===== config.mk =====
export PLATFORM = sky130hd
export DESIGN_NAME = scpa_queue
export DESIGN_NICKNAME = d
export VERILOG_FILES = /design/src/sv/scpa_pkg.sv /design/src/sv/scpa_queue.sv
export SDC_FILE = /design/constraint.sdc
export NUM_CORES = 1
export LEC_CHECK = 0
export ABC_AREA = 1
export BUFFER_PORTS_ARGS = -buffer_cell sky130_fd_sc_hd__buf_2
export CAP_MARGIN = 20
export CORE_UTILIZATION = 55
export CTS_CLUSTER_DIAMETER = 60
export DETAILED_ROUTE_END_ITERATION = 8
export GPL_TIMING_DRIVEN = 0
export MAX_ROUTING_LAYER = met4
export PLACE_DENSITY = 0.83
export SKIP_LAST_GASP = 1
export SLEW_MARGIN = 20
export SYNTH_ARGS = -nofsm -noshare
export SYNTH_HDL_FRONTEND = slang
export SYNTH_SLANG_ARGS = --single-unit

===== constraint.sdc =====
create_clock -name clk -period 4.8 [get_ports clk]
set_clock_uncertainty 0.1 [all_clocks]
set_input_delay 0.96 -clock clk [delete_from_list [all_inputs] [get_ports clk]]
set_output_delay 0.96 -clock clk [all_outputs]
set_load 0.01 [all_outputs]

===== src/sv/scpa_pkg.sv =====
// Shared types, codes and reset constants of the size-class pool allocator.
package scpa_pkg;

  localparam int NCLS_MAX    = 4;
  localparam int SIZE_W      = 16;
  localparam int COUNT_W     = 11;
  localparam int CLS_W       = 2;
  localparam int FADDR_W     = 20;
  localparam int CFG_IDX_W   = 4;
  localparam int CAP_W       = 17;
  localparam int QUEUE_DEPTH = 2;
  localparam int QUEUE_PTR_W = $clog2(QUEUE_DEPTH);

  localparam logic [CFG_IDX_W-1:0] CFG_SIZE_FIRST  = 4'd0;
  localparam logic [CFG_IDX_W-1:0] CFG_COUNT_FIRST = 4'd4;
  localparam logic [CFG_IDX_W-1:0] CFG_COUNT_LAST  = 4'd7;

  localparam logic [NCLS_MAX-1:0][SIZE_W-1:0] RST_SIZE =
    {16'd0, 16'd128, 16'd64, 16'd32};
  localparam logic [NCLS_MAX-1:0][COUNT_W-1:0] RST_COUNT =
    {11'd0, 11'd25, 11'd50, 11'd100};

  typedef enum logic {
    OP_ALLOC = 1'b0,
    OP_FREE  = 1'b1
  } op_t;

  typedef enum logic [1:0] {
    ST_OK    = 2'd0,
    ST_UNSUP = 2'd1,
    ST_EMPTY = 2'd2,
    ST_FULL  = 2'd3
  } status_t;

  typedef enum logic [1:0] {
    BS_IDLE,
    BS_MUL,
    BS_ADD
  } base_state_t;

  typedef enum logic {
    BK_ISSUE,
    BK_RESULT
  } bk_state_t;

  typedef logic [NCLS_MAX-1:0][SIZE_W-1:0] size_vec_t;

  // Classified request as it waits between front and back.
  typedef struct packed {
    op_t                op;
    logic               found;
    logic [CLS_W-1:0]   cls;
    logic [FADDR_W-1:0] free_addr;
  } req_t;

  // Count register write: refills one class.
  typedef struct packed {
    logic               valid;
    logic [CLS_W-1:0]   cls;
    logic [COUNT_W-1:0] count;
  } refill_t;

  function automatic logic [CAP_W-1:0] cap_count(input logic [COUNT_W-1:0] v,
                                                  input logic [CAP_W-1:0] maxb);
    logic [CAP_W-1:0] ext;
    ext = {{(CAP_W-COUNT_W){1'b0}}, v};
    return (ext > maxb) ? maxb : ext;
  endfunction

endpackage


===== src/sv/scpa_queue.sv =====
// Small request FIFO between the classifying front and the executing back.
module scpa_queue (
  input  logic           clk,
  input  logic           rst,
  input  logic           push,
  input  scpa_pkg::req_t push_entry,
  output logic           full,
  input  logic           pop,
  output logic           valid,
  output scpa_pkg::req_t head
);
  import scpa_pkg::*;

  req_t                   slots [QUEUE_DEPTH];
  logic [QUEUE_PTR_W-1:0] wr_ptr, rd_ptr;
  logic [QUEUE_PTR_W:0]   fill;
  logic                   do_push, do_pop;

  assign full    = (fill == (QUEUE_PTR_W+1)'(QUEUE_DEPTH));
  assign valid   = (fill != '0);
  assign head    = slots[rd_ptr];
  assign do_push = push && !full;
  assign do_pop  = pop && valid;

  always_ff @(posedge clk) begin
    if (rst) begin
      wr_ptr <= '0;
      rd_ptr <= '0;
      fill   <= '0;
    end else begin
      if (do_push) wr_ptr <= wr_ptr + 1'b1;
      if (do_pop)  rd_ptr <= rd_ptr + 1'b1;
      fill <= fill + (QUEUE_PTR_W+1)'(do_push) - (QUEUE_PTR_W+1)'(do_pop);
    end
  end

  always_ff @(posedge clk) begin
    if (do_push) slots[wr_ptr] <= push_entry;
  end

endmodule


* Word-level counts from Yosys, hierarchy flattened *
Memory sizes are Yosys's and may differ from the RTL's. A register that Yosys moved wholly into a read port is not among the register bits.
Cells that the tools add are included.

operators by class
  reduce and logical (&&, ||, !) cells = 4
  add/sub/neg operators = 4
  multiplexer cells = 4
  equality and inequality tests = 1

operators by type and width
  cell                                         count
  1-bit two-way mux                            4
  1-bit adder, second input constant           2
  2-bit by 1-bit adder with 2-bit output       1
  2-bit == test, second input constant         1
  1-bit logical AND                            2
  2-bit nonzero test                           1
  2-bit by 1-bit subtractor with 2-bit output  1
  1-bit zero test                              1

storage, ports and cells
  output and inout bits = 26
  RAM bits = 48
  bits in registers = 4
  memories kept = 1

memory list
  name   depth  bits a word  read ports  clocked after memory_dff  wr ports  RTL line          RTL
  slots  2      24           1           1                         1         scpa_queue.sv:14  req_t slots [QUEUE_DEPTH];

* Longest topological paths before layout *
  depth in word-level cells = 5
  gate-level depth with buffers = 11

* Least setup slack after synthesis *
Ideal clock, no wire load.

  kind = input to register
  start = input port push
  end = memory slots[0][0] (netlist bit) (enable)
  cell stages on the path = 2
  buffers on the path = 0
  slack = 2.243 ns
  arrival time = 2.052 ns
  setup time = 0.405 ns
  cells stage by stage = nand2_1 > nor2_1

on the way
  longest elaborated chain between the ends = 3

RTL lines
  element                                  RTL line          RTL
  start, declared                          scpa_queue.sv:5   input logic push,
  1-bit logical AND                        scpa_queue.sv:22  assign do_push = push && !full;
  1-bit two-way mux                        scpa_queue.sv:38  if (do_push) slots[wr_ptr] <= push_entry;
  1-bit two-way mux (implied by the code)  scpa_queue.sv:38
  end, declared                            scpa_queue.sv:14

Every way passes these cells.

==> metrics.txt <==
status complete, no violations; critical path class flop to output pin; Seq/Total Area, Yosys 73.77%; clock slew at reported path FFs around 0.090 ns; Chip Height ~64 µm; Pwr Density 523.9 nW/µm²; number of buffers created by CTS 5; Placer Congestion 0.6346; worst hold path type flop to flop; WHS Path Cells 2; Mapped Cells ~110; area fraction of the dominant cell type after synthesis ~69%; yosys warns 0; post-CTS setup buffers 0; Worst R2R Path Depth 4; crit end category output pin; total routing usage reported by global routing 17.07%; Critical Path Source Type flop; largest area contributor in the netlist edfxtp_1; period utilisation layout around 50%; total global routing overflow 0; Initial Utilization a little under three fifths; Die W about 64 µm; CTS tree built; Resize count post-CTS 0; top cells by area, synth edfxtp_1, mux2_4, dfxtp_1, mux2_2, buf_12; Layout Nets a little over 200; Rows 22; Worst-Margin Slew roughly 0.96 ns; number of fill cells 242; Clock Tree Buf Depth 2; setup violators final 0; Req. time, crit path approximately 3.7 ns; Slew Viols, Final 0; DIE AREA between 4000 and 5000 µm²; vias in the first global route between 1000 and 1500; area delta synth->final 22.34%; post-DP HPWL between 2 and 2.5 mm; Top Ports 54; core area about 3700 µm²; DR vias about 1100; clock insertion delay at the later pin of the skew report ~0.3 ns; Iter 0 DRT Violations 41; final hold vios 0; drt pass-1 iters 4; syn nets 144; Avg Vias per Cell 5.004; cts hold-fix bufs 0; Placed Instance Area 2422 µm²; most frequent cells in the layout buf_2, edfxtp_1, mux2_4, inv_1; Max-cap violations 0; Routed Antenna Nets 0; leakage 1.062 nW; synthesized area per cell 18.33 µm²; commonest non-fill, non-tap cell in the layout buf_2; Peak VDD IR 0.0003376 V; Synth Cell Area between 2000 and 2500 µm²; layout cells sized above 1 about half; DRC 0; synth unique cells 12; Sink Count 53; htree depth 2; worst rel slew slack a little over a third; # port buffers between 50 and 60; largest net degree at the start of global routing 25; Detailed Route WL approximately 2.9 mm; fin crit period ~2.4 ns; Synth Register Bits 53; Avg WL per Cell 13.04 µm; critical path arrival between 1 and 1.5 ns; root buffer cell clkbuf_8; initial antenna violation count 0; first-pass GRT wire length between 4 and 5 mm; TNS Setup 0 ns; RSZ-0062 raised after global routing false; Achievable Freq 0.4128 GHz; Design Area, Final around 2600 µm²; critical path fanouts, max 10; # diodes 0
==> worst paths after layout <==
kind,from,to,slack (ns)
max,flop,head[15],2.38
min,rd_ptr,flop,0.43
max reg2reg,fill[0],slots[1][4],2.96
min reg2reg,rd_ptr,flop,0.43
==> report_power, final <==
group          internal (W)  switching (W)  total (W)
combinational      0.000196       0.000192   0.000388
clock              0.000207       0.000132   0.000339
sequential         0.000588      0.0000238   0.000612
==> state kept, by name (all words and copies together) (netlist names), named ones only <==
name / cells
fill: 2
slots: 48
rd_ptr: 1
wr_ptr: 1
==> critical path, stage by stage, from the launching register on <==
cell and delay [ns]:
dfxtp_1 0.33, buf_6 0.14, buf_12 0.15, mux2_4 0.30, buf_2 0.14
==> per-stage QoR <==
stage | utilization [%] | power (W) | instances | worst slack [ns] | hold slack [ns]
after floorplan | - | 0.0008932 | 114 | 2.243 | 0.3675
after global placement | 65.96 | 0.0009940 | 215 | 1.670 | 0.3872
after detailed placement | 66.17 | 0.001015 | 215 | 2.395 | 0.4078
after CTS | 69.82 | 0.001351 | 223 | 2.363 | 0.4385
after global routing | 69.82 | 0.001408 | 223 | 2.328 | 0.4814
final | 69.82 | 0.001339 | 223 | 2.378 | 0.4283
==> cells in the mapped netlist <==
library cell	instances
ha_1	2
edfxtp_1	48
nand2_1	8
buf_6	1
inv_1	10
dfxtp_1	5
nand3_1	3
mux2_4	20
a21oi_1	2
buf_12	2
mux2_2	4
nor2_1	9
==> cell families after synthesis <==
group                    Yosys count  synth area share, %
AO/OA/AOI/OAI                      2               0.4791
adder cells (fa/ha/maj)            2                1.197
buffers and inverters             13                4.252
flip-flops                        53                73.77
multiplexers                      24                16.53
AND/OR/NAND/NOR                   20                3.772
==> cell type report <==
class | instances | area (µm²) | area share (%)
buffer | 3 | 51.30 | 2.007
clock buffer | 5 | 68.82 | 2.692
clock inverter | 3 | 65.06 | 2.545
inverter | 10 | 37.54 | 1.468
multi-input combinational | 48 | 466.7 | 18.26
sequential | 53 | 1541 | 60.30
tap | 48 | 60.06 | 2.349
timing repair buffer | 53 | 265.3 | 10.38
==> per-layer routing <==
layer	GRT usage (%)	part of all wire, %
met1	15.53	36
met2	31.12	55
met3	6.341	7.0
met4	7.386	1.2
met5	-	0
No activity file was read; power rests on OpenSTA's default activity.
