## src/sv/scpa_pkg.sv

```systemverilog
// Shared types, codes and reset constants of the size-class pool allocator.
package scpa_pkg;

  localparam int NCLS_MAX    = 4;
  localparam int SIZE_W      = 16;
  localparam int COUNT_W     = 11;
  localparam int CLS_W       = 2;
  localparam int FADDR_W     = 20;
  localparam int CFG_IDX_W   = 4;
  localparam int CAP_W       = 17;
  localparam int QUEUE_DEPTH = 2;
  localparam int QUEUE_PTR_W = $clog2(QUEUE_DEPTH);

  localparam logic [CFG_IDX_W-1:0] CFG_SIZE_FIRST  = 4'd0;
  localparam logic [CFG_IDX_W-1:0] CFG_COUNT_FIRST = 4'd4;
  localparam logic [CFG_IDX_W-1:0] CFG_COUNT_LAST  = 4'd7;

  localparam logic [NCLS_MAX-1:0][SIZE_W-1:0] RST_SIZE =
    {16'd0, 16'd128, 16'd64, 16'd32};
  localparam logic [NCLS_MAX-1:0][COUNT_W-1:0] RST_COUNT =
    {11'd0, 11'd25, 11'd50, 11'd100};

  typedef enum logic {
    OP_ALLOC = 1'b0,
    OP_FREE  = 1'b1
  } op_t;

  typedef enum logic [1:0] {
    ST_OK    = 2'd0,
    ST_UNSUP = 2'd1,
    ST_EMPTY = 2'd2,
    ST_FULL  = 2'd3
  } status_t;

  typedef enum logic [1:0] {
    BS_IDLE,
    BS_MUL,
    BS_ADD
  } base_state_t;

  typedef enum logic {
    BK_ISSUE,
    BK_RESULT
  } bk_state_t;

  typedef logic [NCLS_MAX-1:0][SIZE_W-1:0] size_vec_t;

  // Classified request as it waits between front and back.
  typedef struct packed {
    op_t                op;
    logic               found;
    logic [CLS_W-1:0]   cls;
    logic [FADDR_W-1:0] free_addr;
  } req_t;

  // Count register write: refills one class.
  typedef struct packed {
    logic               valid;
    logic [CLS_W-1:0]   cls;
    logic [COUNT_W-1:0] count;
  } refill_t;

  function automatic logic [CAP_W-1:0] cap_count(input logic [COUNT_W-1:0] v,
                                                  input logic [CAP_W-1:0] maxb);
    logic [CAP_W-1:0] ext;
    ext = {{(CAP_W-COUNT_W){1'b0}}, v};
    return (ext > maxb) ? maxb : ext;
  endfunction

endpackage

```

## src/sv/scpa_front.sv

```systemverilog
// Input side: unpacks requests and picks the size class.
module scpa_front #(
  parameter int NUM_CLASSES = 4
) (
  input  logic                 s_tvalid,
  output logic                 s_tready,
  input  logic [39:0]          s_tdata,
  input  logic                 s_tuser,
  input  scpa_pkg::size_vec_t  sizes,
  input  logic                 q_full,
  output logic                 q_push,
  output scpa_pkg::req_t       q_entry
);
  import scpa_pkg::*;

  logic [SIZE_W-1:0] req_size;

  assign req_size = s_tdata[15:0];
  assign s_tready = !q_full;
  assign q_push   = s_tvalid && !q_full;

  // First class in index order whose block size covers the request.
  always_comb begin
    q_entry.op        = op_t'(s_tuser);
    q_entry.free_addr = s_tdata[35:16];
    q_entry.found     = 1'b0;
    q_entry.cls       = '0;
    for (int c = 0; c < NCLS_MAX; c++) begin
      if (c < NUM_CLASSES && !q_entry.found && req_size <= sizes[c]) begin
        q_entry.found = 1'b1;
        q_entry.cls   = CLS_W'(c);
      end
    end
  end

endmodule

```

## config.mk

```make
export PLATFORM = sky130hd
export DESIGN_NAME = scpa_front
export DESIGN_NICKNAME = d
export VERILOG_FILES = /design/src/sv/scpa_pkg.sv /design/src/sv/scpa_front.sv
export SDC_FILE = /design/constraint.sdc
export NUM_CORES = 1
export LEC_CHECK = 0
export ABC_CLOCK_PERIOD_IN_PS = 1650
export BUFFER_PORTS_ARGS = -buffer_cell sky130_fd_sc_hd__buf_4
export CORE_MARGIN = 5
export CORE_UTILIZATION = 39
export DETAILED_ROUTE_END_ITERATION = 8
export PLACE_DENSITY = 0.81
export SYNTH_ARGS = -nofsm -noshare
export SYNTH_HDL_FRONTEND = slang
export SYNTH_SLANG_ARGS = --single-unit
```

## constraint.sdc

```tcl
create_clock -name vclk -period 1.65
set_clock_uncertainty 0.1 [all_clocks]
set_input_delay 0.0825 -clock vclk [all_inputs]
set_output_delay 0.0825 -clock vclk [all_outputs]
set_load 0.05 [all_outputs]
```

Word level (Yosys, flattened, before mapping)

Index checks and enable logic that the tools add are counted.

Bits of input ports: 107
Output and inout bits: 26
Flip-flop bits (word level): 0

Reductions and logical operators: 8
Muxes and demuxes: 4
$lt $le $gt $ge: 4

Operators with widths:

| kind              | count |
|---|---|
| $le 16x16->1      | 4 |
| $mux 3            | 4 |
| $logic_and 1x1->1 | 4 |
| $logic_not 1->1   | 4 |

Longest topological paths before layout

Gate-level depths: netlist of the first run.

Depth in word-level cells: 11
Gate-level depth with buffers: 8
Gate-level depth less buffers: 8

Worst setup path after synthesis of the first run

Ideal clock, no wire load.

Kind: input port to output port
From: input sizes[62] in the netlist's numbering
To: output q_entry[20] in the netlist's numbering
Path slack: -1019 ps
Cell stages on the path: 8
Data arrival time: 2486 ps
Buffers on the path: 0
Required time: 1467 ps
Cells stage by stage: inv_1 > ha_1 > a21oi_1 > nand2_1 > a221o_1 > o31a_1 > nand2b_1 > a21boi_0

RTL lines:

| what        | line             | RTL |
|---|---|---|
| from (decl) | scpa_front.sv:9  | `input scpa_pkg::size_vec_t sizes,` |
| to (decl)   | scpa_front.sv:12 | `output scpa_pkg::req_t q_entry` |

==> flow_summary.json, run 1 <==
{
  "grt_pass1_wl_mm": 9.32,
  "num_rows": 24,
  "worstPathRequired_ns": 1.47,
  "path_class": "input pin to primary output",
  "crit_path_end_kind": "primary output",
  "vias": 1996,
  "syn_area_sq_um": 1790,
  "design.seq.count": 0,
  "drt-pass1-iter-count": 4,
  "syn-num-nets": 414,
  "max_slew_margin_pct": 77.5,
  "postSynthCellCount": 243,
  "critical-path-max-stage-delay_ns": 0.30,
  "p_per_area_nw_per_um2": 270,
  "hold_viol": 0,
  "violations": "negative setup slack",
  "hold_depth": 0,
  "top_layer_used": "met4",
  "cts_hold_buf": 0,
  "slew_viol_final": 0,
  "period_share_pct": 123,
  "holdWs_ns": 0.0650,
  "fill_cells": 337,
  "cp-start-kind": "input pin",
  "initial_core_util_pct": 40.5,
  "pin_count": 133,
  "period_minus_slack_ns": 2.03,
  "tightest_slew_ns": 0.334,
  "rsz0062_at_grt": "true",
  "drtIter0Drc": 57,
  "ys_warn_count": 0,
  "cap_violations": 0,
  "routed_via_density": 5.16,
  "die_w_um": 77.7,
  "status": "finished, violations left",
  "synth.distinct_cells": 28,
  "worst_slack_ns": -0.384,
  "io_buffers": 87,
  "drive_gt1_share_pct": 51.9,
  "hp-start": "s_tdata[26]",
  "ys_seq_area_share_pct": 0,
  "die_area_sq_um": 6030,
  "met3_length_um": 370,
  "antenna_found_initial": 0,
  "grt-ovfl-total": 0,
  "path_delay_family": "simple AND/OR/NAND/NOR gates",
  "fin_nets": 508,
  "critical_path.startpoint": "sizes[57]",
  "cpMaxStageDelayCell": "a221o_1",
  "worstHoldEndpoint": "q_entry[10]",
  "postRouteAntennaNets": 0,
  "max_freq_mhz": 492,
  "grt_pass1_vias": 2154,
  "place_congestion": 0.799,
  "grt_max_degree": 5,
  "cp_cell_sequence": "buf_4 > inv_1 > ha_4 > nand4_1 > nor2_1 > a221o_1 > o31a_1 > and2_4 > and3b_2 > buf_8",
  "wl_per_cell_um": 15.0,
  "track_usage_pct": 18.2,
  "crit_fanout": 2,
  "worstHoldPathType": "input pin to primary output",
  "ir_worst_vdd_v": 0.000127,
  "wl_met2_mm": 2.87,
  "cp_data_arrival_time_ns": 1.85,
  "drc": 0,
  "die_y_um": 77.7,
  "avgSynthCellArea_sq_um": 7.35,
  "setup_violations": 3,
  "p_leak_uw": 0.00165,
  "core-area_sq_um": 4410,
  "wl_met1_mm": 2.28,
  "dp_hpwl_mm": 5.02,
  "final_util_pct": 69.3,
  "antenna_cells": 0,
  "register_area_sq_um": 0,
  "nClkBuffers": 0,
  "syn_to_final_growth_pct": 71.3,
  "crit_buf_inv": 3,
  "wl_mm": 5.80
}
-- where the power goes --
part | switching (uW) | internal [uW] | total (uW)
logic | 374 | 452 | 826
registers | 0 | 0 | 0
clock network | 0 | 0 | 0
-- logic make-up after synthesis --
group / Yosys count / share of synthesized area [%]
fa+ha+maj: 64 / 44.8
simple gates: 45 / 14.4
buf+inv: 83 / 21.8
compound gates: 51 / 19.0
-- area by class of cell --
type | instances | area, sq um | area share [%]
Tap cell | 52 | 65.1 | 2.13
Timing Repair Buffer | 113 | 940 | 30.7
Multi-Input combinational cell | 160 | 1790 | 58.5
Inverter | 62 | 265 | 8.67
-- metal layers --
metal  track usage [%]  vias to the layer above
li1                  -                     1010
met5                 0                        -
met1              20.4                      875
met4              7.73                        0
met2              33.8                       81
met3              2.55                       30
-- metrics by stage --
stage	instance area [sq um]	power, uW	setup WS [ns]	setup TNS (ns)	std cells
2_1_floorplan	2030	510	-0.155	-0.326	243
3_3_place_gp	2760	693	-0.421	-1.07	383
3_5_place_dp	2760	722	-0.509	-1.27	383
4_1_cts	2980	790	-0.363	-0.938	386
5_1_grt	3060	906	-0.472	-1.36	387
6_report	3060	826	-0.384	-1.05	387
-- repair_timing --
item / 4_1_cts / 5_1_grt
pin swaps: 26 / 5
endpoints found under the setup margin: 3 / 3
gates resized for setup: 37 / 20
cloned: 0 / 0
setup buffers: 3 / 1
-- cell usage after synthesis --
master	number	area share (%)
ha_1	64	45
inv_1	62	13
buf_4	21	8.8
a21oi_1	19	5.3
nand4_1	13	4.6
a21o_1	12	5.0
nand2_1	6	1.3
nand3_1	6	1.7
nor2b_1	6	2.1
nor2_1	4	0.84
o21ai_0	4	1.1
a21boi_0	3	1.3
a221o_1	3	1.7
nor4_1	3	1.1
and2_1	2	0.70
o211ai_1	2	0.84
o31a_1	2	0.98
a211oi_1	1	0.42
a21boi_1	1	0.42
a21oi_2	1	0.49
a221oi_1	1	0.49
and2_4	1	0.49
and3_1	1	0.35
and3b_1	1	0.49
and4_1	1	0.49
nand2b_1	1	0.35
o2111ai_1	1	0.49
o31ai_1	1	0.42
-- layout by cell type, fill, tap and decap left out --
master and n:
a221o_1 3, ha_4 23, inv_1 43, a211oi_2 1, nor2b_1 6, and4_1 1, o2111ai_1 1, nor4_4 2
o31ai_1 1, nand2_1 5, inv_12 1, buf_4 94, nand2_2 1, ha_1 41, o21ai_1 2, o31a_1 2
nand3_1 5, a21oi_1 14, and2_1 2, buf_12 1, buf_6 15, a21boi_4 1, and2_4 1, o211ai_1 2
inv_2 10, nand2b_4 1, nand3_4 1, nand4_1 13, buf_8 3, and3b_2 1, o21ai_0 2, a21boi_2 3
a221oi_2 1, nor4_1 1, nor2_1 4, a21oi_2 6, inv_4 8, and3_1 1, a21o_1 12
-- worst max-delay path by stage --
| stage | depth (start not counted) | endpoint |
|---|---|---|
| floorplan | 8 | q_entry[21] |
| global placement | 9 | q_entry[21] |
| finish | 10 | q_entry[21] |
| global route | 10 | q_entry[21] |
| CTS | 10 | q_entry[21] |
| detailed placement | 9 | q_entry[21] |
(Power assumes the default switching activity.)
==> inputs of run 2 (changes only) <==
--- a/config.mk
+++ b/config.mk
@@ -7,7 +7,7 @@
 export LEC_CHECK = 0
 export ABC_CLOCK_PERIOD_IN_PS = 1650
 export BUFFER_PORTS_ARGS = -buffer_cell sky130_fd_sc_hd__buf_4
-export CORE_MARGIN = 5
+export CORE_MARGIN = 10
 export CORE_UTILIZATION = 39
 export DETAILED_ROUTE_END_ITERATION = 8
 export PLACE_DENSITY = 0.81
==> constraint.sdc (replaced) <==
create_clock -name vclk -period 1.65
set_clock_uncertainty 0.1 [all_clocks]
set_input_delay 0 -clock vclk [all_inputs]
set_output_delay 0 -clock vclk [all_outputs]
set_load 0.005 [all_outputs]
==> run 2 against run 1 <==
  * The flow still finishes with violations (negative setup slack)
  * Fmax is 7.9% higher
  * Worst setup slack better by 0.15 ns
  * Global-route usage down 2.0 points
  * Via count is 6.5% higher
  * Core utilization grew 1.4 points
  * Final cell count up 5.4%
  * Flip-flop and latch count unchanged
  * Combinational power is 6.2% lower
  * First-iteration DRC count is 58% higher
  * Routed wire length rose by 20%
  * Clock-buffer cell count stayed put
  * Power is 6.1% lower
  * Critical path type unchanged
==> flow_summary.json, run 2 (synthesized netlist as in run 1, its figures left out) <==
{
  "place_congestion": 0.825,
  "final_common_cell": "buf_4",
  "register_area_sq_um": 0,
  "grt-ovfl-total": 0,
  "pin_count": 133,
  "design.seq.count": 0,
  "die_w_um": 87.7,
  "max_freq_mhz": 530,
  "vias": 2126,
  "wl_met2_mm": 3.73,
  "switching_power_uw": 329,
  "hold_viol": 0,
  "violations": "negative setup slack",
  "rsz0062_at_grt": "true",
  "drtIter0Drc": 90,
  "power.share.switching_pct": 42.4,
  "worst_slack_ns": -0.236,
  "period_minus_slack_ns": 1.89,
  "final_cell_mix": "101 x buf_4, 52 x inv_1, 45 x ha_1, 21 x dlygate4sd3_1, 19 x ha_4",
  "status": "finished, violations left",
  "cap_violations": 0,
  "crit_fanout": 3,
  "p_clk_share_pct": 0,
  "tightest_slew_ns": 0.291,
  "worstPathRequired_ns": 1.55,
  "drive_gt1_share_pct": 43.0,
  "worstHoldPathType": "input pin to primary output",
  "io_buffers": 87,
  "p_per_area_nw_per_um2": 250,
  "antenna_found_initial": 0,
  "nClkBuffers": 0,
  "antenna_cells": 0,
  "power_frac_seq_pct": 0,
  "wl_met1_mm": 2.55,
  "hold_depth": 3,
  "total_power_uw": 775,
  "cp_cell_sequence": "buf_6 > ha_4 > nand4_1 > buf_4 > nor4_4 > a21boi_2 > o31a_1 > and2_4 > and3b_1 > buf_6",
  "timing.setup.tns_ns": -0.577,
  "wl_mm": 6.97,
  "max_slew_margin_pct": 80.4,
  "grt_max_degree": 5,
  "fin_nets": 529,
  "p_leak_uw": 0.00171,
  "drt-pass1-iter-count": 4,
  "die_area_sq_um": 7690,
  "comb_power_share_pct": 100.0,
  "path_class": "input pin to primary output",
  "ir_worst_vdd_v": 0.000127,
  "met3_length_um": 491,
  "wl_per_cell_um": 17.1,
  "slew_viol_final": 0,
  "instances_no_fill": 408,
  "top_layer_used": "met4",
  "syn_to_final_growth_pct": 73.6,
  "grt_pass1_vias": 2439,
  "postRouteAntennaNets": 0,
  "core-area_sq_um": 4380,
  "dp_hpwl_mm": 4.98,
  "routed_via_density": 5.21,
  "cpMaxStageDelayCell": "nor4_4",
  "drc": 0,
  "cp_common_cell": "buf_6",
  "cp_data_arrival_time_ns": 1.79,
  "place_ws_ns": -0.355,
  "cp-start-kind": "input pin",
  "die_y_um": 87.7,
  "grt_pass1_wl_mm": 10.6,
  "critical-path-max-stage-delay_ns": 0.28,
  "intPower_uw": 447,
  "setup_violations": 3,
  "holdWs_ns": 0.135,
  "crit_path_end_kind": "primary output",
  "period_share_pct": 114,
  "initial_core_util_pct": 40.8,
  "num_rows": 24,
  "track_usage_pct": 16.3,
  "dp.cells": 383
}
## run 2: cell types whose count changed in the layout (fill, tap and decap cells not counted), moves of 3 or more
cell           before  now
ha_1               41   45
dlygate4sd3_1       0   21
inv_1              43   52
inv_4               8    3
a21oi_2             6    3
a21oi_1            14   17
buf_6              15   10
ha_4               23   19
inv_2              10    7
buf_4              94  101
## run 2: worst max-delay path, delay by kind of cell
kind | cells | cell delay, ns
buffers and inverters | 3 | 0.42
and+or+nand+nor | 4 | 0.76
AOI/OAI and AO/OA | 2 | 0.35
adders and majority gates | 1 | 0.26
## run 2: final timing paths
| kind | slack [ns] | to | from |
|---|---|---|---|
| setup / recovery | -0.24 | q_entry[21] | s_tdata[15] |
| hold / removal | 0.13 | s_tready | q_full |
## run 2: through the flow
stage                     utilization (%)  instance area [sq um]
after floorplan                         -                   1790
after global placement               57.3                   2510
after detailed placement             57.3                   2510
after CTS                            67.6                   2970
after global routing                 70.7                   3100
final                                70.7                   3100
## run 2: per-layer routing
metal / GRT usage [%] / up-vias
met3: 3.34 / 20
met1: 16.7 / 953
met5: 0 / -
li1: - / 1052
met2: 32.6 / 101
met4: 3.04 / 0
## run 2: power by group through the flow
stage                     registers, uW  clock network, uW  logic, uW
after CTS                             0                  0        716
after global routing                  0                  0        860
after global placement                0                  0        576
final                                 0                  0        775
after detailed placement              0                  0        597
after floorplan                       0                  0        322
## run 2: layout make-up
type	instances	area, sq um
Multi-Input combinational cell	160	1690
Fill cell	336	1280
Timing Repair Buffer	134	1110
Inverter	62	240
Tap cell	52	65.1
## run 2: timing repair
item	in CTS	in global routing
buffers inserted	2	2
endpoints found under the setup margin	3	3
pin swaps	15	13
hold endpoints to repair	21	0
hold buffers	21	0
gates resized for setup	36	25
==> inputs of run 3 (changes only) <==
--- a/config.mk
+++ b/config.mk
@@ -10,7 +10,7 @@
 export CORE_MARGIN = 10
 export CORE_UTILIZATION = 39
 export DETAILED_ROUTE_END_ITERATION = 8
-export PLACE_DENSITY = 0.81
+export PLACE_DENSITY = 0.87
 export SYNTH_ARGS = -nofsm -noshare
 export SYNTH_HDL_FRONTEND = slang
 export SYNTH_SLANG_ARGS = --single-unit
==> run 3 against run 2 <==
  * Flip-flop and latch count is the same
  * Largest power group unchanged
  * Core utilization about the same
  * Clock-buffer cell count is the same
  * Die area did not move
  * Sequential share of layout area unchanged
  * Non-clock buffer count fell by 3
  * Combinational power about the same
  * The flow still finishes with violations (negative setup slack)
==> flow_summary.json, run 3 (synthesized netlist as in run 1, its figures left out) <==
{
  "tightest_slew_ns": 0.273,
  "num_rows": 24,
  "worstHoldPathType": "input pin to primary output",
  "cpMaxStageDelayCell": "nor4_4",
  "final_cell_mix": "99 x buf_4, 48 x inv_1, 44 x ha_1, 21 x dlygate4sd3_1, 20 x ha_4",
  "instances_no_fill": 405,
  "die_w_um": 87.7,
  "cp_cell_sequence": "buf_4 > ha_4 > nand4_1 > nor4_4 > a21boi_2 > o31a_1 > and2_4 > and3b_1 > buf_6",
  "path_delay_family": "simple AND/OR/NAND/NOR gates",
  "place_area_sq_um": 2490,
  "grt_max_degree": 5,
  "die_area_sq_um": 7690,
  "grt_pass1_wl_mm": 10.3,
  "drc": 0,
  "cp-start-kind": "input pin",
  "register_area_sq_um": 0,
  "crit_buf_inv": 2,
  "grt-ovfl-total": 0,
  "crit_fanout": 3,
  "core-area_sq_um": 4380,
  "period_minus_slack_ns": 1.88,
  "drtIter0Drc": 72,
  "fin_nets": 526,
  "setup_violations": 3,
  "antenna_found_initial": 0,
  "worst_slack_ns": -0.228,
  "place_ws_ns": -0.401,
  "syn_to_final_growth_pct": 73.7,
  "ir_worst_vdd_v": 0.000116,
  "dp.cells": 380,
  "endpoint": "q_entry[21]",
  "io_buffers": 87,
  "dp_hpwl_mm": 5.13,
  "cap_violations": 0,
  "drt-pass1-iter-count": 4,
  "pin_count": 133,
  "die_y_um": 87.7,
  "path_class": "input pin to primary output",
  "place_congestion": 0.827,
  "hold_viol": 0,
  "p_leak_uw": 0.00170,
  "vias": 2080,
  "timing.setup.tns_ns": -0.560,
  "rsz0062_at_grt": "true",
  "critical-path-max-stage-delay_ns": 0.35,
  "nClkBuffers": 0,
  "track_usage_pct": 16.0,
  "holdWs_ns": 0.134,
  "design.seq.count": 0,
  "status": "finished, violations left",
  "critical_path.startpoint": "s_tdata[12]",
  "antenna_cells": 0,
  "period_share_pct": 114,
  "initial_core_util_pct": 40.8,
  "wl_mm": 6.83,
  "worstPathRequired_ns": 1.55,
  "crit_cells": 9,
  "violations": "negative setup slack",
  "max_slew_margin_pct": 81.8,
  "wl_per_cell_um": 16.9,
  "max_freq_mhz": 533,
  "grt_pass1_vias": 2302,
  "final_common_cell": "buf_4",
  "p_per_area_nw_per_um2": 249,
  "fin_area_sq_um": 3100,
  "routed_via_density": 5.14,
  "postRouteAntennaNets": 0,
  "cp_data_arrival_time_ns": 1.78,
  "drive_gt1_share_pct": 44.5,
  "slew_viol_final": 0,
  "crit_path_end_kind": "primary output"
}
## run 3: power breakdown
group / total, uW / leakage [uW] / internal, uW / switching, uW
Clock: 0 / 0 / 0 / 0
Sequential: 0 / 0 / 0 / 0
Combinational: 773 / 0.00170 / 443 / 330
## run 3: routing by layer
layer,track usage (%),wire length (um)
met5,0,0
met4,1.16,11
met3,3.16,491
met2,32.3,3660
met1,16.9,2660
## run 3: per-stage QoR
step / total power (uW) / util (%)
global route: 862 / 70.8
CTS: 714 / 67.2
finish: 773 / 70.8
global placement: 567 / 56.8
floorplan: 322 / -
detailed placement: 590 / 56.8
## run 3: repair_timing
item	CTS	global route
pin swaps	15	7
cloned	0	0
endpoints found under the setup margin	3	3
hold buffers	21	0
endpoints found under the hold margin	21	0
setup buffers	3	1
gates resized for setup	41	26
## run 3: cell type report
class | instances | area (sq um)
Fill cell | 350 | 1280
Timing Repair Buffer | 131 | 1090
Inverter | 62 | 238
Tap cell | 52 | 65.1
Multi-Input combinational cell | 160 | 1710
## run 3: worst min path at each step
stage	start	end	cells after the start	slack [ns]
after floorplan	q_full	s_tready	1	-0.07
after global placement	s_tdata[33]	q_entry[17]	0	-0.1
after detailed placement	s_tdata[33]	q_entry[17]	0	-0.1
after CTS	q_full	s_tready	3	0.14
after global routing	q_full	s_tready	3	0.15
final	q_full	s_tready	3	0.13
## run 3: tightest hold or removal path: cells and delay by family
| kind | cells | cell delay, ns |
|---|---|---|
| buf+inv | 3 | 0.23 |
