<file path="config.mk">
export PLATFORM = sky130hd
export DESIGN_NAME = scpa_cfg
export DESIGN_NICKNAME = d
export VERILOG_FILES = /design/src/sv/scpa_pkg.sv /design/src/sv/scpa_cfg.sv
export SDC_FILE = /design/constraint.sdc
export NUM_CORES = 1
export LEC_CHECK = 0
export ABC_CLOCK_PERIOD_IN_PS = 9400
export BUFFER_PORTS_ARGS = -buffer_cell sky130_fd_sc_hd__buf_2
export CORE_ASPECT_RATIO = 0.5
export CORE_MARGIN = 4
export CORE_UTILIZATION = 50
export DETAILED_ROUTE_END_ITERATION = 8
export PLACE_DENSITY = 0.79
export RECOVER_POWER = 100
export SLEW_MARGIN = 15
export SYNTH_ARGS = -nofsm -noshare
export SYNTH_HDL_FRONTEND = slang
export SYNTH_SLANG_ARGS = --single-unit
</file>
<file path="constraint.sdc">
create_clock -name clk -period 9.4 [get_ports clk]
set_input_delay 2.35 -clock clk [delete_from_list [all_inputs] [get_ports clk]]
set_output_delay 2.35 -clock clk [all_outputs]
set_load 0.1 [all_outputs]
</file>
<file path="src/sv/scpa_pkg.sv">
// Shared types, codes and reset constants of the size-class pool allocator.
package scpa_pkg;

  localparam int NCLS_MAX    = 4;
  localparam int SIZE_W      = 16;
  localparam int COUNT_W     = 11;
  localparam int CLS_W       = 2;
  localparam int FADDR_W     = 20;
  localparam int CFG_IDX_W   = 4;
  localparam int CAP_W       = 17;
  localparam int QUEUE_DEPTH = 2;
  localparam int QUEUE_PTR_W = $clog2(QUEUE_DEPTH);

  localparam logic [CFG_IDX_W-1:0] CFG_SIZE_FIRST  = 4'd0;
  localparam logic [CFG_IDX_W-1:0] CFG_COUNT_FIRST = 4'd4;
  localparam logic [CFG_IDX_W-1:0] CFG_COUNT_LAST  = 4'd7;

  localparam logic [NCLS_MAX-1:0][SIZE_W-1:0] RST_SIZE =
    {16'd0, 16'd128, 16'd64, 16'd32};
  localparam logic [NCLS_MAX-1:0][COUNT_W-1:0] RST_COUNT =
    {11'd0, 11'd25, 11'd50, 11'd100};

  typedef enum logic {
    OP_ALLOC = 1'b0,
    OP_FREE  = 1'b1
  } op_t;

  typedef enum logic [1:0] {
    ST_OK    = 2'd0,
    ST_UNSUP = 2'd1,
    ST_EMPTY = 2'd2,
    ST_FULL  = 2'd3
  } status_t;

  typedef enum logic [1:0] {
    BS_IDLE,
    BS_MUL,
    BS_ADD
  } base_state_t;

  typedef enum logic {
    BK_ISSUE,
    BK_RESULT
  } bk_state_t;

  typedef logic [NCLS_MAX-1:0][SIZE_W-1:0] size_vec_t;

  // Classified request as it waits between front and back.
  typedef struct packed {
    op_t                op;
    logic               found;
    logic [CLS_W-1:0]   cls;
    logic [FADDR_W-1:0] free_addr;
  } req_t;

  // Count register write: refills one class.
  typedef struct packed {
    logic               valid;
    logic [CLS_W-1:0]   cls;
    logic [COUNT_W-1:0] count;
  } refill_t;

  function automatic logic [CAP_W-1:0] cap_count(input logic [COUNT_W-1:0] v,
                                                  input logic [CAP_W-1:0] maxb);
    logic [CAP_W-1:0] ext;
    ext = {{(CAP_W-COUNT_W){1'b0}}, v};
    return (ext > maxb) ? maxb : ext;
  endfunction

endpackage

</file>
<file path="src/sv/scpa_cfg.sv">
// Configuration registers and the sequential class base recomputation.
module scpa_cfg #(
  parameter int MAX_BLOCKS = 1024,
  parameter int ADDR_BITS  = 20
) (
  input  logic                                  clk,
  input  logic                                  rst,
  input  logic                                  cfg_valid,
  output logic                                  cfg_ready,
  input  logic [scpa_pkg::CFG_IDX_W-1:0]        cfg_index,
  input  logic [scpa_pkg::SIZE_W-1:0]           cfg_data,
  output scpa_pkg::size_vec_t                   sizes,
  output logic [scpa_pkg::NCLS_MAX-1:0][ADDR_BITS-1:0] bases,
  output logic                                  busy,
  output scpa_pkg::refill_t                     refill
);
  import scpa_pkg::*;

  localparam int CNT_W  = $clog2(MAX_BLOCKS + 1);
  localparam int PROD_W = SIZE_W + CNT_W;

  logic [NCLS_MAX-1:0][CNT_W-1:0] counts;
  logic [NCLS_MAX-1:1][ADDR_BITS-1:0] upper;
  logic [CLS_W-1:0]               step;
  logic [PROD_W-1:0]              prod;
  base_state_t                    state, state_next;
  logic                           wr, wr_known, mul_en, add_en;

  assign cfg_ready = 1'b1;
  assign wr        = cfg_valid;
  assign wr_known  = wr && (cfg_index <= CFG_COUNT_LAST);

  always_ff @(posedge clk) begin
    if (rst) begin
      for (int c = 0; c < NCLS_MAX; c++) begin
        sizes[c]  <= RST_SIZE[c];
        counts[c] <= CNT_W'(cap_count(RST_COUNT[c], CAP_W'(MAX_BLOCKS)));
      end
    end else if (wr_known) begin
      if (cfg_index < CFG_COUNT_FIRST) begin
        sizes[cfg_index[CLS_W-1:0]] <= cfg_data;
      end else begin
        counts[cfg_index[CLS_W-1:0]] <=
          CNT_W'(cap_count(cfg_data[COUNT_W-1:0], CAP_W'(MAX_BLOCKS)));
      end
    end
  end

  always_comb begin
    refill.valid = wr_known && (cfg_index >= CFG_COUNT_FIRST);
    refill.cls   = cfg_index[CLS_W-1:0];
    refill.count = cfg_data[COUNT_W-1:0];
  end

  // Base FSM: one multiply then one add per class but the last, restarted by any mapped write.
  always_ff @(posedge clk) begin
    if (rst) begin
      state <= BS_MUL;
    end else begin
      state <= state_next;
    end
  end

  always_comb begin
    state_next = state;
    unique case (state)
      BS_IDLE: if (wr_known) state_next = BS_MUL;
      BS_MUL: begin
        state_next = wr_known ? BS_MUL : BS_ADD;
      end
      BS_ADD: begin
        if (wr_known) begin
          state_next = BS_MUL;
        end else if (step == CLS_W'(NCLS_MAX - 2)) begin
          state_next = BS_IDLE;
        end else begin
          state_next = BS_MUL;
        end
      end
      default: state_next = BS_IDLE;
    endcase
  end

  always_comb begin
    busy   = (state != BS_IDLE);
    mul_en = (state == BS_MUL) && !wr_known;
    add_en = (state == BS_ADD) && !wr_known;
  end

  always_ff @(posedge clk) begin
    if (rst || wr_known) begin
      step <= '0;
    end else if (add_en) begin
      step <= step + 1'b1;
    end
  end

  always_ff @(posedge clk) begin
    if (mul_en) begin
      prod <= PROD_W'(sizes[step]) * PROD_W'(counts[step]);
    end
  end

  // class 0 always starts at zero
  assign bases = {upper, {ADDR_BITS{1'b0}}};

  always_ff @(posedge clk) begin
    if (add_en) begin
      upper[step + 1'b1] <= ADDR_BITS'(bases[step] + ADDR_BITS'(prod));
    end
  end

endmodule

</file>
**Word-level counts from Yosys, hierarchy flattened**

Index checks and enable logic that the tools add are counted.

- Output and inout port bits: 160
- Logic and storage cells: 64
- Flip-flop bits (word level): 192
- Input port bits: 23

- Magnitude comparators: 9
- Add/subtract/negate cells: 2
- Muxes and demuxes: 21
- Equal/unequal tests: 4
- Reductions and logical operators: 12
- Bitwise gates (word level): 1
- $mul: 1

Operators by type and width:

| cell | count |
|---|---|
| $bwmux W64 | 1 |
| $bwmux W60 | 1 |
| $bwmux W44 | 1 |
| $bmux W20 S2 | 1 |
| $demux W20 S2 | 1 |
| $mux W20 | 2 |
| $mux W11 | 3 |
| $bmux W16 S2 | 1 |
| $demux W16 S2 | 1 |
| $mux W16 | 2 |
| $bmux W11 S2 | 1 |
| $demux W11 S2 | 1 |
| $add A20 B20 Y20 | 1 |
| $mul A16 B11 Y20 | 1 |
| $gt A11 B11 Y1 const B | 1 |
| $lt A2 B3 Y1 const B | 3 |
| $logic_and A1 B1 Y1 | 6 |
| $pmux W2 S3 | 1 |
| $eq A2 B2 Y1 const B | 2 |
| $ge A2 B1 Y1 const B | 2 |
| $ge A4 B3 Y1 const B | 1 |
| $le A4 B3 Y1 const B | 1 |
| $lt A4 B3 Y1 const B | 1 |
| $mux W2 | 2 |
| 10 further kinds | 12 |

**Longest topological paths before layout**

Gate-level depths: netlist (run 1).

- Depth in word-level cells: 6
- Depth in mapped cells: 25
- Mapped depth without buffers: 21

**Least setup slack after synthesis (run 1)**

Ideal clock, no wire load.

- Path kind: register to register
- Start: register step[0]
- End: register prod[19], data pin
- Period minus slack after synthesis: 6.354 ns
- Library setup time: 0.259 ns
- Data arrival time: 6.094 ns
- Stages on the path, launching flop included: 23
- Slack: 3.046 ns
- Data required time: 9.141 ns
- Path buffers: 4
- Cell sequence: dfxtp_1 buf_6 buf_6 buf_4 mux4_2 clkbuf_1 and2_1 fa_1 inv_1 fa_1 inv_1 fa_1 fa_1 inv_1 fa_1 inv_1 ha_1 a2111oi_0 a21oi_1 a221o_1 a2111oi_2 o21bai_1 xnor2_1

- Longest elaborated chain between the ends: 3
- Elaborated cells on any way between the ends: 5
- Those cells by class: mul (1); mux (4)

Ends and longest elaborated chain:

| what | RTL line | text |
|---|---|---|
| start, declared | scpa_cfg.sv:24 | `logic [CLS_W-1:0] step;` |
| start signal, assigned | scpa_cfg.sv:94 | `step <= step + 1'b1;` |
| $bmux W16 S2 / $bmux W11 S2 (equally long branches) | scpa_cfg.sv:100 | `prod <= PROD_W'(sizes[step]) * PROD_W'(counts[step]);` |
| $mux W16 (implied by the code) / $mux W11 (equally long branches) | scpa_cfg.sv:100 |  |
| $mul A16 B11 Y20 (*) | scpa_cfg.sv:100 |  |
| end signal, assigned | scpa_cfg.sv:100 |  |
| end, declared | scpa_cfg.sv:25 | `logic [PROD_W-1:0] prod;` |

Mark *: on every way between the ends. The rest lies on a longest branch, timed or not. The select of a mux whose other input is x is not followed.
A chain may end at the register's enable or synchronous reset.

**Final worst setup path (run 1)**

- Start: register step[1]
- End: register prod[19], data pin

The elaborated chain is that of the path after synthesis.

==> metrics.txt, run 1 <==
outcome=complete, but fails checks; failing checks=capacitance limit, slew limit; antenna viol nets, final=0; Synth Register Bits=192; total track usage=22.3%; Clk Latency, worst-skew pair=460 ps; # rows=41; peak supply drop=0.0915 mV; NetSw=0.583 mW; IO Count=183; Worst-Margin Slew=4810 ps; Worst Setup SP=step[1]; Yosys top cell by area=edfxtp_1; sequential cell area fraction in the yosys report=35.1%; clock tree buffer depth=2; area taken by flip-flops and latches=4650 um^2; internal power=1.31 mW; # Max-Cap Violations=6; reg2reg end=prod[19]; hold buffer count at cts=0; vias in the first global route=9592; Post-Synthesis Cells=1363; Reg-to-Reg Start=step[1]; Setup TNS=0 ps; FFs w/ async S/R, synth=0%; Antenna diodes=0; DP HPWL=23400 um; die width=238 um; vias per cell=5.35; DRC viols=0; Initial Util=51.6%; # resized after CTS=0; initial antenna violation count=2; cell depth of the worst hold path=2; Register-to-Register Path Depth=17; Fillers=2309; hold path start=counts[9]; CTS HTree Levels=4; Final Setup Violations=0; Critical Path End Type=register; power density over the cells=132 nW/um^2; clk_skew=11.7 ps; Root Buffer=clkbuf_16; arrival time of the worst setup path=7430 ps; Mean Syn Cell Area=9.70 um^2; Hold Path Sink=counts[9]; fin crit share=76.9%; CP max FO=33; share of power burned in registers=48.1%; yosys warns=0; Core Area=25600 um^2; Comb power frac=14.8%; CP Data Required Time=9600 ps; nets=1657; static leakage=5.64 nW; first-pass GRT wire length=51400 um; smallest hold slack=457 ps; unrepaired setup endpoints after global routing=no; synth top area cells=edfxtp_1, dfxtp_1, fa_1; Most used DFF post-synth=dfxtp_1; Net Sw Frac=30.7%; post-synthesis cell area=13200 um^2; largest net degree at the start of global routing=113; final hold vios=0; Avg WL per Cell=17.3 um; most common cell in the netlist=nand2_1; most frequent cells after synthesis=nand2_1, inv_1, dfxtp_1, fa_1, a21oi_1; router iterations before antenna repair=6; Area Growth Syn to Fin=8.97%; initial DRC count=771; Netlist cell types=57; routed vias=9749; top-area cell type share of the netlist area=18.2%; critical path startpoint category=register; min Tclk post-route=7230 ps; setup bufs post-CTS=0; pins over their slew limit=189; clock power share=37.1%; die area=29300 um^2; TritonCTS clock tree=built; Setup CP Type=register to register; PortBufs=161; R2R Setup Slk=2170 ps; Clk pin slew, worst setup/hold paths=70 ps; fmax=0.138 GHz; final wirelength=31600 um; gr ovfl total=0; die height=123 um; CTS sink cnt=192; EDFF count, synth=80; routability cong.=0.904; total CTS buffers=17; Slew HR=-221%; worst hold-check path type=register to register; ratio of cells with drive above 1 in the final layout=6.16%; Multi-input gate area=7560 um^2
==> layer usage <==
| metal | wire length [um] | track usage [%] |
|---|---|---|
| met5 | 27 | 0 |
| met4 | 424 | 5.76 |
| met3 | 2470 | 4.95 |
| met2 | 14400 | 35.3 |
| met1 | 14200 | 31.6 |
==> critical path: stages (launching register included) <==
cell and delay [ps]:
dfxtp_1 1500, mux4_2 720, nand2_1 130, fa_1 550, inv_1 50, fa_1 480
fa_1 520, fa_1 490, inv_1 50, fa_1 470, inv_1 40, ha_1 340
a2111oi_0 410, a21oi_1 160, a221o_1 380, a2111oi_0 360, o21bai_1 130, xnor2_1 140
==> cells by family after synthesis <==
kind of cell | share of synthesized area (%)
adders and majority gates | 22.1
xor gates and xnor gates | 2.92
and+or+nand+nor | 16.1
buffers and inverters | 8.13
muxes | 7.42
AOI/OAI and AO/OA | 8.15
other | 0.0568
DFF | 35.1
==> stage by stage <==
step | total power, mW | cells | worst slack, ps | util (%) | area [um^2]
after global placement | 1.21 | 1790 | 2700 | 54.8 | 14000
final | 1.90 | 1822 | 2170 | 56.3 | 14400
after CTS | 1.91 | 1822 | 2620 | 57.0 | 14600
after global routing | 1.97 | 1822 | 1870 | 56.3 | 14400
after floorplan | 1.17 | 1382 | 3050 | - | 13300
after detailed placement | 1.21 | 1790 | 2640 | 54.8 | 14000
==> layout make-up <==
cell class	instances	share of cell area, %
repair buffers	165	4.59
well taps	344	2.99
multi-input cells	949	52.5
inverters	140	3.65
flip-flops and latches	192	32.3
clock inverters	15	1.03
clock buffers	17	2.95
==> state kept, by name (all words and copies together) (netlist names) <==
| name | flops |
|---|---|
| bases | 60 |
| counts | 44 |
| prod | 20 |
| sizes | 64 |
| state | 2 |
| step | 2 |
==> worst max path at each step <==
| stage | depth (start not counted) | endpoint | slack, ps |
|---|---|---|---|
| after global routing | 17 | prod[19] | 1870 |
| after CTS | 18 | prod[19] | 2620 |
| after global placement | 18 | prod[19] | 2700 |
| after floorplan | 22 | prod[19] | 3050 |
| final | 17 | prod[19] | 2170 |
| after detailed placement | 18 | prod[19] | 2640 |
==> power by group through the flow <==
stage	sequential [mW]	combinational (mW)	clock [mW]
after detailed placement	0.930	0.282	0
after global routing	0.914	0.305	0.747
after floorplan	0.965	0.203	0
after global placement	0.930	0.277	0
final	0.912	0.281	0.704
after CTS	0.911	0.283	0.714
==> layout by cell type (no fill, tap or decap), drive strengths merged, types with 32 or more instances in the layout <==
| master | instances |
|---|---|
| o21ai | 36 |
| nand2 | 284 |
| inv | 147 |
| edfxtp | 80 |
| nor2 | 33 |
| ha | 62 |
| a21oi | 104 |
| fa | 107 |
| xnor2 | 32 |
| dfxtp | 112 |
| clkbuf | 157 |
| mux2i | 35 |
| and2 | 81 |
No activity file was read; power rests on OpenSTA's default activity.
==> inputs of run 2 (changes only) <==
--- a/config.mk
+++ b/config.mk
@@ -5,13 +5,13 @@
 export SDC_FILE = /design/constraint.sdc
 export NUM_CORES = 1
 export LEC_CHECK = 0
-export ABC_CLOCK_PERIOD_IN_PS = 9400
+export ABC_CLOCK_PERIOD_IN_PS = 6600
 export BUFFER_PORTS_ARGS = -buffer_cell sky130_fd_sc_hd__buf_2
 export CORE_ASPECT_RATIO = 0.5
 export CORE_MARGIN = 4
 export CORE_UTILIZATION = 50
 export DETAILED_ROUTE_END_ITERATION = 8
-export PLACE_DENSITY = 0.79
+export PLACE_DENSITY = 0.82
 export RECOVER_POWER = 100
 export SLEW_MARGIN = 15
 export SYNTH_ARGS = -nofsm -noshare
==> constraint.sdc (replaced) <==
create_clock -name clk -period 6.6 [get_ports clk]
set_input_delay 1.65 -clock clk [delete_from_list [all_inputs] [get_ports clk]]
set_output_delay 1.65 -clock clk [all_outputs]
set_load 0.1 [all_outputs]
==> run 2 against run 1 <==
Net effect: the flow now finishes without violations; clock skew increased by 5.1 ps; non-clock buffer count grew 16; clock power grew 46%; hold slack about the same; die area is the same; register-to-register slack worse by 1800 ps; final cell count is 0.88% higher; sequential share of layout area shrank 0.76 points; power rose by 45%; utilization grew 1.3 points; worst setup slack worse by 1800 ps; clock-buffer cell count is 1 higher.
==> metrics.txt, run 2 (synthesized netlist as in run 1, its figures left out) <==
worst hold-check path type=register to register; area taken by flip-flops and latches=4650 um^2 (unchanged); nets=1673 (+0.97%); Worst path most repeated cell=fa_1; Clk pin slew, worst setup/hold paths=80 ps (about the same); Avg WL per Cell=17.2 um (-0.64%); peak supply drop=0.153 mV (+67%); # rows=41 (unchanged); fin crit share=94.9% (+18 points); Placement Setup Slack=218 ps (-2420 ps); Top Family by Delay on Critical Path=adder cells; die height=123 um (unchanged); gr ovfl total=0 (unchanged); total CTS buffers=17 (unchanged); CP Data Required Time=6790 ps (-2810 ps); fmax=0.160 GHz (+15%); clock tree buffer depth=2 (unchanged); first-pass GRT wire length=50800 um (-1.2%); initial DRC count=926 (+20%); Setup CP Type=register to register; final hold vios=0 (unchanged); crit path cell chain=buf_8 -> mux4_2 -> and2_1 -> fa_1 -> fa_1 -> fa_1 -> fa_1 -> inv_1 -> fa_1 -> inv_1 -> ha_1 -> a2111oi_1 -> a21oi_1 -> a221o_1 -> a2111oi_2 -> o21bai_1 -> xnor2_1; Reg-to-Reg Start=step[0]; total track usage=21.9% (-0.39 points); met2 WL=14700 um (+1.6%); Critical Path End Type=register; Setup TNS=0 ps (unchanged); hold path start=counts[34]; arrival time of the worst setup path=6450 ps (-980 ps); final wirelength=31600 um (+0.23%); Final Setup Violations=0 (unchanged); clock power share=37.7% (+0.6 points); cell depth of the worst hold path=2 (unchanged); Final Worst Setup Slack=334 ps (-1840 ps); WL met1=13900 um (-2.4%); Multi-input gate area=7580 um^2 (+0.23%); Placement Cell Area=14100 um^2 (+0.51%); CTS HTree Levels=4 (unchanged); largest net degree at the start of global routing=113 (unchanged); TritonCTS clock tree=built; min Tclk post-route=6270 ps (-965 ps); Area Growth Syn to Fin=11.6%; Net Sw Frac=30.0% (-0.73 points); Hold Path Sink=counts[34]; Comb power frac=15.1% (+0.3 points); clk_skew=16.8 ps (+5.14 ps); routed vias=9853 (+1.1%); Root Buffer=clkbuf_16; hold buffer count at cts=0 (unchanged); # Max-Cap Violations=0 (-6); power density over the cells=186 nW/um^2 (+41%); vias in the first global route=9672 (+0.83%); PortBufs=161 (unchanged); Post-Place Cells=1798 (+0.45%); Max stage delay on crit path=680 ps (-820 ps); DP HPWL=23100 um (-1.1%); design area=14700 um^2 (+2.4%); Slew HR=23.6% (+240 points); CP max FO=11 (-67%); most common cell after layout, fill and taps aside=nand2_1; most frequent cells in the layout=nand2_1, buf_2, inv_1; share of power burned in registers=47.2% (-0.9 points); antenna viol nets, final=0 (unchanged); vias per cell=5.36 (+0.19%); internal power=1.92 mW (+46%); Clk Latency, worst-skew pair=460 ps (about the same); Worst Path Buf+Inv=3 (unchanged); routability cong.=0.924 (+2.1%); R2R Setup Slk=330 ps (-1840 ps); metal3 WL=2630 um (+6.4%); CTS sink cnt=192 (unchanged); die width=238 um (unchanged); router iterations before antenna repair=6 (unchanged); Initial Util=51.6% (unchanged); Core Area=25600 um^2 (unchanged); outcome=finished, final reports clean; DRC viols=0 (unchanged); static leakage=6.23 nW (+10%); initial antenna violation count=0 (-2); Fillers=2160 (-6.5%); IO Count=183 (unchanged); Register-to-Register Path Depth=17 (unchanged); NetSw=0.823 mW (+41%); total power=2.74 mW (+45%); die area=29300 um^2 (unchanged); critical path startpoint category=register; Biggest register=sizes; CP max stage cell=mux4_2; reg2reg end=prod[19]; fin cells=1838 (+0.88%); ratio of cells with drive above 1 in the final layout=16.8% (+11 points); pins over their slew limit=0 (-100%); max reg flops=64 (unchanged); uppermost routed layer=met4; Worst-Margin Slew=1150 ps (-3670 ps); Antenna diodes=0 (unchanged)
## run 2: power groups by stage
stage                     clock network [mW]  registers (mW)  logic (mW)
final                                   1.03            1.29       0.415
after global routing                    1.09            1.30       0.448
after CTS                               1.04            1.29       0.410
after detailed placement                   0            1.32       0.407
after global placement                     0            1.32       0.400
after floorplan                            0            1.37       0.289
## run 2: timing repair
item                       4_1_cts  5_1_grt
setup buffers                    0        8
gates resized for setup          0        1
setup endpoints to repair        0        2
## run 2: area by class of cell
type	count	area share, %
repair buffers	181	6.63
clock buffers	18	2.98
well taps	344	2.92
flip-flops and latches	192	31.5
clock inverters	14	0.976
multi-input cells	949	51.4
inverters	140	3.56
## run 2: how the worst max path moves through the flow
| stage | from | to | slack [ps] | cells past startpoint |
|---|---|---|---|---|
| detailed placement | step[0] | prod[19] | 220 | 18 |
| global route | step[0] | prod[19] | -7 | 18 |
| finish | step[0] | prod[19] | 330 | 17 |
| floorplan | step[0] | prod[19] | 250 | 22 |
| CTS | step[0] | prod[19] | 220 | 18 |
| global placement | step[0] | prod[19] | 390 | 18 |
## run 2: stage by stage
stage	hold WS, ps	util [%]
finish	457	57.6
global route	480	57.6
CTS	455	57.3
detailed placement	444	55.1
global placement	441	55.1
floorplan	431	-
## run 2: per-layer routing
metal	vias up	global-route usage, %
met5	-	0
met3	40	4.48
met4	0	5.97
met1	4759	30.1
met2	430	35.9
li1	4624	-
## run 2: worst register-to-register path, stage by stage (launching register included)
cell and delay, ps:
dfxtp_4 490, buf_8 210, mux4_2 680, and2_1 250
fa_1 460, fa_1 520, fa_1 450, fa_1 490
inv_1 50, fa_1 490, inv_1 50, ha_1 350
a2111oi_1 400, a21oi_1 150, a221o_1 390, a2111oi_2 310
o21bai_1 120, xnor2_1 130
